### config.mk
export PLATFORM = sky130hd
export DESIGN_NAME = gtm_ctrl
export DESIGN_NICKNAME = d
export VERILOG_FILES = /design/src/hdl/gtm_pkg.sv /design/src/hdl/gtm_ctrl.sv
export SDC_FILE = /design/constraint.sdc
export NUM_CORES = 1
export LEC_CHECK = 0
export BUFFER_PORTS_ARGS = -buffer_cell sky130_fd_sc_hd__buf_2
export CAP_MARGIN = 20
export CELL_PAD_IN_SITES_DETAIL_PLACEMENT = 1
export CELL_PAD_IN_SITES_GLOBAL_PLACEMENT = 2
export CORE_MARGIN = 5
export CORE_UTILIZATION = 34
export DETAILED_ROUTE_END_ITERATION = 7
export PLACE_DENSITY_LB_ADDON = 0.1
export SETUP_SLACK_MARGIN = 0.4
export SYNTH_ARGS = -nofsm -noshare
export SYNTH_HDL_FRONTEND = slang
export SYNTH_SLANG_ARGS = --single-unit
### constraint.sdc
create_clock -name i_clk -period 4.75 [get_ports i_clk]
set_input_delay 1.1875 -clock i_clk [delete_from_list [all_inputs] [get_ports i_clk]]
set_output_delay 1.1875 -clock i_clk [all_outputs]
set_load 0.02 [all_outputs]
### src/hdl/gtm_pkg.sv
`timescale 1ns / 1ps
package gtm_pkg;

    // Operand pair selected for the shared multiplier
    typedef enum logic [2:0] {
        MOP_PK = 3'd0,   // pair sum times momentum
        MOP_TK = 3'd1,   // momentum moment times momentum
        MOP_RX = 3'd2,   // row sum times position
        MOP_UX = 3'd3,   // position moment times position
        MOP_N1 = 3'd4,   // total times momentum step
        MOP_N2 = 3'd5,   // norm times position step
        MOP_N3 = 3'd6,   // norm times one over two pi
        MOP_MM = 3'd7    // mean squared
    } t_mop;

    // Right shift applied to a product
    typedef enum logic [2:0] {
        SH_0  = 3'd0,
        SH_16 = 3'd1,
        SH_24 = 3'd2,
        SH_26 = 3'd3,
        SH_32 = 3'd4
    } t_msh;

    localparam logic [1:0] ST_OK     = 2'd0;
    localparam logic [1:0] ST_ZERO   = 2'd1;
    localparam logic [1:0] ST_NEGVAR = 2'd2;

    localparam logic [31:0] INV_TWO_PI_Q32 = 32'd683565276;
    localparam logic signed [63:0] S64_MAX = 64'sh7FFF_FFFF_FFFF_FFFF;
    localparam logic signed [63:0] S64_MIN = 64'sh8000_0000_0000_0000;

    typedef struct packed {
        logic capture;
        logic mul_go;
        t_mop mul_op;
        logic row_acc1;
        logic row_acc2;
        logic col_end;
        logic u_ld;
        logic u2_ld;
        logic tot_add;
        logic row_end;
        logic norm_ld;
        logic axis_clr;
        logic axis_next;
        logic div_go;
        logic div_e2;
        logic mean_ld;
        logic e2_ld;
        logic var_ld;
        logic sqrt_go;
        logic spread_ld;
        logic emit;
    } t_cmd;

    typedef struct packed {
        logic col_first;
        logic col_last;
        logic row_last;
        logic weight2;
        logic mul_done;
        logic dsq_done;
        logic total_zero;
        logic var_neg;
        logic axis;
        logic per_two_pi;
        logic out_busy;
    } t_sts;

    function automatic logic [63:0] mag64(input logic signed [63:0] a);
        return a[63] ? 64'(-a) : 64'(a);
    endfunction

    function automatic logic signed [63:0] from_mag64(input logic [63:0] m, input logic neg);
        logic signed [63:0] r;
        if (neg) begin
            r = m[63] ? S64_MIN : -$signed(m);
        end else begin
            r = m[63] ? S64_MAX : $signed(m);
        end
        return r;
    endfunction

    function automatic logic signed [63:0] sat_add64(input logic signed [63:0] a,
                                                     input logic signed [63:0] b);
        logic signed [63:0] r;
        r = a + b;
        if (!a[63] && !b[63] && r[63]) begin
            r = S64_MAX;
        end else if (a[63] && b[63] && !r[63]) begin
            r = S64_MIN;
        end
        return r;
    endfunction

endpackage

### src/hdl/gtm_ctrl.sv
`timescale 1ns / 1ps
module gtm_ctrl (
    input  logic            i_clk,
    input  logic            i_rst_n,
    input  logic            i_s_tvalid,
    output logic            o_s_tready,
    input  gtm_pkg::t_sts   i_sts,
    output gtm_pkg::t_cmd   o_cmd
);

    typedef enum logic [26:0] {
        S_IDLE = 27'd1 << 0,
        S_COL  = 27'd1 << 1,
        S_WPK  = 27'd1 << 2,
        S_TK   = 27'd1 << 3,
        S_WTK  = 27'd1 << 4,
        S_CEND = 27'd1 << 5,
        S_WRX  = 27'd1 << 6,
        S_UX   = 27'd1 << 7,
        S_WUX  = 27'd1 << 8,
        S_TOT1 = 27'd1 << 9,
        S_TOT2 = 27'd1 << 10,
        S_REND = 27'd1 << 11,
        S_WN1  = 27'd1 << 12,
        S_N2   = 27'd1 << 13,
        S_WN2  = 27'd1 << 14,
        S_N3   = 27'd1 << 15,
        S_WN3  = 27'd1 << 16,
        S_ZCHK = 27'd1 << 17,
        S_DM   = 27'd1 << 18,
        S_WDM  = 27'd1 << 19,
        S_DE   = 27'd1 << 20,
        S_WDE  = 27'd1 << 21,
        S_MM   = 27'd1 << 22,
        S_WMM  = 27'd1 << 23,
        S_SQ   = 27'd1 << 24,
        S_WSQ  = 27'd1 << 25,
        S_EMIT = 27'd1 << 26
    } t_st;

    t_st r_st, n_st;

    always_ff @(posedge i_clk) begin
        if (!i_rst_n) begin
            r_st <= S_IDLE;
        end else begin
            r_st <= n_st;
        end
    end

    // Sequence one item, a row close and a grid close
    always_comb begin
        n_st  = r_st;
        o_cmd = '0;
        unique case (r_st)
            S_IDLE: begin
                if (i_s_tvalid) begin
                    o_cmd.capture = 1'b1;
                    n_st = S_COL;
                end
            end
            S_COL: begin
                if (i_sts.col_first) begin
                    n_st = S_CEND;
                end else begin
                    o_cmd.mul_go = 1'b1;
                    o_cmd.mul_op = gtm_pkg::MOP_PK;
                    n_st = S_WPK;
                end
            end
            S_WPK: begin
                if (i_sts.mul_done) begin
                    o_cmd.row_acc1 = 1'b1;
                    n_st = S_TK;
                end
            end
            S_TK: begin
                o_cmd.mul_go = 1'b1;
                o_cmd.mul_op = gtm_pkg::MOP_TK;
                n_st = S_WTK;
            end
            S_WTK: begin
                if (i_sts.mul_done) begin
                    o_cmd.row_acc2 = 1'b1;
                    n_st = S_CEND;
                end
            end
            S_CEND: begin
                o_cmd.col_end = 1'b1;
                if (i_sts.col_last) begin
                    o_cmd.mul_go = 1'b1;
                    o_cmd.mul_op = gtm_pkg::MOP_RX;
                    n_st = S_WRX;
                end else begin
                    n_st = S_IDLE;
                end
            end
            S_WRX: begin
                if (i_sts.mul_done) begin
                    o_cmd.u_ld = 1'b1;
                    n_st = S_UX;
                end
            end
            S_UX: begin
                o_cmd.mul_go = 1'b1;
                o_cmd.mul_op = gtm_pkg::MOP_UX;
                n_st = S_WUX;
            end
            S_WUX: begin
                if (i_sts.mul_done) begin
                    o_cmd.u2_ld = 1'b1;
                    n_st = S_TOT1;
                end
            end
            S_TOT1: begin
                o_cmd.tot_add = 1'b1;
                n_st = i_sts.weight2 ? S_TOT2 : S_REND;
            end
            S_TOT2: begin
                o_cmd.tot_add = 1'b1;
                n_st = S_REND;
            end
            S_REND: begin
                o_cmd.row_end = 1'b1;
                if (i_sts.row_last) begin
                    o_cmd.mul_go = 1'b1;
                    o_cmd.mul_op = gtm_pkg::MOP_N1;
                    n_st = S_WN1;
                end else begin
                    n_st = S_IDLE;
                end
            end
            S_WN1: begin
                if (i_sts.mul_done) begin
                    o_cmd.norm_ld = 1'b1;
                    n_st = S_N2;
                end
            end
            S_N2: begin
                o_cmd.mul_go = 1'b1;
                o_cmd.mul_op = gtm_pkg::MOP_N2;
                n_st = S_WN2;
            end
            S_WN2: begin
                if (i_sts.mul_done) begin
                    o_cmd.norm_ld = 1'b1;
                    n_st = i_sts.per_two_pi ? S_N3 : S_ZCHK;
                end
            end
            S_N3: begin
                o_cmd.mul_go = 1'b1;
                o_cmd.mul_op = gtm_pkg::MOP_N3;
                n_st = S_WN3;
            end
            S_WN3: begin
                if (i_sts.mul_done) begin
                    o_cmd.norm_ld = 1'b1;
                    n_st = S_ZCHK;
                end
            end
            S_ZCHK: begin
                o_cmd.axis_clr = 1'b1;
                n_st = i_sts.total_zero ? S_EMIT : S_DM;
            end
            S_DM: begin
                o_cmd.div_go = 1'b1;
                n_st = S_WDM;
            end
            S_WDM: begin
                if (i_sts.dsq_done) begin
                    o_cmd.mean_ld = 1'b1;
                    n_st = S_DE;
                end
            end
            S_DE: begin
                o_cmd.div_go = 1'b1;
                o_cmd.div_e2 = 1'b1;
                n_st = S_WDE;
            end
            S_WDE: begin
                if (i_sts.dsq_done) begin
                    o_cmd.e2_ld = 1'b1;
                    n_st = S_MM;
                end
            end
            S_MM: begin
                o_cmd.mul_go = 1'b1;
                o_cmd.mul_op = gtm_pkg::MOP_MM;
                n_st = S_WMM;
            end
            S_WMM: begin
                if (i_sts.mul_done) begin
                    o_cmd.var_ld = 1'b1;
                    n_st = S_SQ;
                end
            end
            S_SQ: begin
                if (i_sts.var_neg) begin
                    o_cmd.spread_ld = 1'b1;
                    if (i_sts.axis) begin
                        n_st = S_EMIT;
                    end else begin
                        o_cmd.axis_next = 1'b1;
                        n_st = S_DM;
                    end
                end else begin
                    o_cmd.sqrt_go = 1'b1;
                    n_st = S_WSQ;
                end
            end
            S_WSQ: begin
                if (i_sts.dsq_done) begin
                    o_cmd.spread_ld = 1'b1;
                    if (i_sts.axis) begin
                        n_st = S_EMIT;
                    end else begin
                        o_cmd.axis_next = 1'b1;
                        n_st = S_DM;
                    end
                end
            end
            S_EMIT: begin
                if (!i_sts.out_busy) begin
                    o_cmd.emit = 1'b1;
                    n_st = S_IDLE;
                end
            end
            default: n_st = S_IDLE;
        endcase
    end

    assign o_s_tready = (r_st == S_IDLE);

endmodule

==> out/results.tsv <==
metric	value	unit
initial_core_util	34.7	%
clk-insertion-delay-late	0.28	ns
rows	27	
routed_via_density	5.55	
wire_per_inst	18.8	um
grt-ovfl-total	0	
antenna_found_initial	0	
maxSlewHeadroom	58.6	%
crit_type	reg2out	
total_power	646	uW
synth_top_area_share	28.7	%
syn_nets	241	
yosysSeqAreaShare	28.7	%
worst_setup_path_end_kind	primary output	
synth_area	1890	um^2
synth_area_leader_cell	dfxtp_1	
root_buffer	clkbuf_8	
cts_buffers	3	
finalSetupViolations	0	
nets	275	
ir_drop	0.000158	V
largest_reg_flops	27	
gp_congestion	0.836	
tightest_slew	0.621	ns
status	finished, final reports clean	
maxCapViolCount	0	
globalRouteTotalUtil	18.0	%
cp_slowest_cell	nor4_4	
drt-total-wl	6.23	mm
antenna_cells	0	
area_growth	14.3	%
final_antenna_net_count	0	
synth_edf_count	0	
layout-drive-gt1-share	27.3	%
clk_path_buf_depth	2	
critical-path-top-delay-family	simple AND/OR/NAND/NOR gates	
cts_setup_buffers	0	
clock-sinks	27	
layout.cells.non_filler	332	
cts.htree.levels	1	
ys_ff_latch	27	
synth_cell_types	51	
ys_warn_count	0	
fin_crit_sh	81.9	%
fin_skew	0.00536	ns
synth_ff_type	dfxtp_1	
rsz0062_at_grt	no	
worst-path-max-fanout	8	
async_flop_share	0	%
place.port_buffers	37	
io-pin-count	38	
synthMostInstantiatedCell	nor2_1	
grt_pass1_vias	1958	
syn_inst	227	
power_leakage	0.882	nW
top_regs	r_st (27)	
hold_viol_final	0	
period_needed	3.89	ns
vias	1841	
postCtsHoldBufs	0	
fin_util	39.6	%
dp_hpwl	4.96	mm
arrival	2.70	ns
post-place-cells	328	
core	5440	um^2
clk_pin_slew	0.11	ns
synth_area_leaders	dfxtp_1 (29%), nor2_1 (6.8%), nor4_4 (6.8%)	
first_iter_violations	66	
critPathLaunchType	flip-flop	
die_area	7140	um^2
slowest_delay	0.53	ns
power_density	300	nW/um^2
die_y	84.5	um
cp.required	3.56	ns
cts_tree	done	
grt_pass1_wl	10.3	mm
holdCritPathClass	reg2reg	
regMostFlops	r_st	
fp.dieW	84.5	um
syn_area_per_cell	8.31	um^2
drc	0	
max_freq	0.257	GHz
fin_tns_setup	0	ns
synth_common_cells	nor2_1 (34), dfxtp_1 (27), nor3_1 (14), a21oi_1 (12)	
dr.pass1.iters	4	
grt_max_degree	17	
slew_violations	0	
crit_chain	nor4_4 > and3_1 > nand3_1 > nor4_2 > a21boi_0 > nand4b_1 > buf_2	
cp.buffers_inverters	1	
cts_resized	0	
==> cell families (layout without fill, tap and decap cells) <==
logic type | count (synthesis) | after routing | synth area share [%]
compound gates | 30 | 30 | 11.5
buf+inv | 15 | 48 | 4.25
mux | 1 | 1 | 0.531
xor+xnor | 4 | 4 | 1.86
flops | 27 | 27 | 28.7
simple gates | 150 | 150 | 53.2
==> cell type report <==
cell class | count | area (um^2)
fill | 696 | 3280
multi-input combinational | 185 | 1260
sequential | 27 | 541
timing repair buffer | 37 | 185
tap | 72 | 90.1
clock buffer | 3 | 41.3
inverter | 7 | 26.3
clock inverter | 1 | 7.51
==> cells in the final DEF (no fill, tap or decap), types with 3 or more instances in the layout <==
cell type	netlist	final
dfxtp_1	27	27
nand3b_1	3	3
clkbuf_8	0	3
nor4b_1	9	9
nand4b_1	5	5
nand2_2	3	3
nor3_1	14	14
or3_1	6	6
xor2_1	3	3
nand3_1	10	10
nor4_1	6	6
a21oi_1	12	12
and4_1	3	3
nor4_4	6	6
buf_2	4	37
or4b_2	3	3
o21ai_0	3	3
nand4_1	5	5
inv_1	7	7
and2_1	7	7
nand2b_1	6	6
nor2_1	34	34
nor4_2	4	4
or2_2	4	4
nand2_1	10	10
==> worst min-delay path, stage by stage, from the launching register on <==
cell	delay, ns
dfxtp_1	0.39
nand2_2	0.08
a21oi_2	0.05
==> through the flow <==
stage	setup slack [ns]	area, um^2	hold WS [ns]
4_1_cts	0.816	2160	0.554
3_5_place_dp	1.16	2110	0.537
6_report	0.861	2160	0.550
5_1_grt	0.636	2160	0.590
3_3_place_gp	1.15	2110	0.534
2_1_floorplan	1.31	1890	0.508
==> per-layer routing <==
| metal | share of wire [%] | GRT usage [%] | vias to the layer above |
|---|---|---|---|
| met5 | 0 | 0 | - |
| met4 | 2.0 | 5.61 | 0 |
| met3 | 3.3 | 2.85 | 11 |
| met2 | 48 | 30.6 | 28 |
| met1 | 47 | 23.3 | 883 |
| li1 | - | - | 919 |
==> where the power goes <==
| group | leakage [nW] | switching (mW) | total, mW | internal [mW] |
|---|---|---|---|---|
| registers | 0.218 | 0.0137 | 0.249 | 0.235 |
| clock network | 0.0217 | 0.0823 | 0.142 | 0.0597 |
| logic | 0.642 | 0.173 | 0.255 | 0.0812 |
| total | 0.882 | 0.269 | 0.646 | 0.376 |
==> worst paths after layout <==
| path | end | from | slack, ns | cells past startpoint |
|---|---|---|---|---|
| worst max register to register | r_st[24]$_SDFFE_PN0P_ | r_st[16]$_SDFFE_PN0P_ | 1.80 | 7 |
| worst max-delay path | o_cmd[21] | r_st[16]$_SDFFE_PN0P_ | 0.86 | 7 |
| worst min-delay path | r_st[16]$_SDFFE_PN0P_ | r_st[16]$_SDFFE_PN0P_ | 0.55 | 2 |
| worst min register to register | r_st[16]$_SDFFE_PN0P_ | r_st[16]$_SDFFE_PN0P_ | 0.55 | 2 |
No activity file was read; power rests on OpenSTA's default activity.
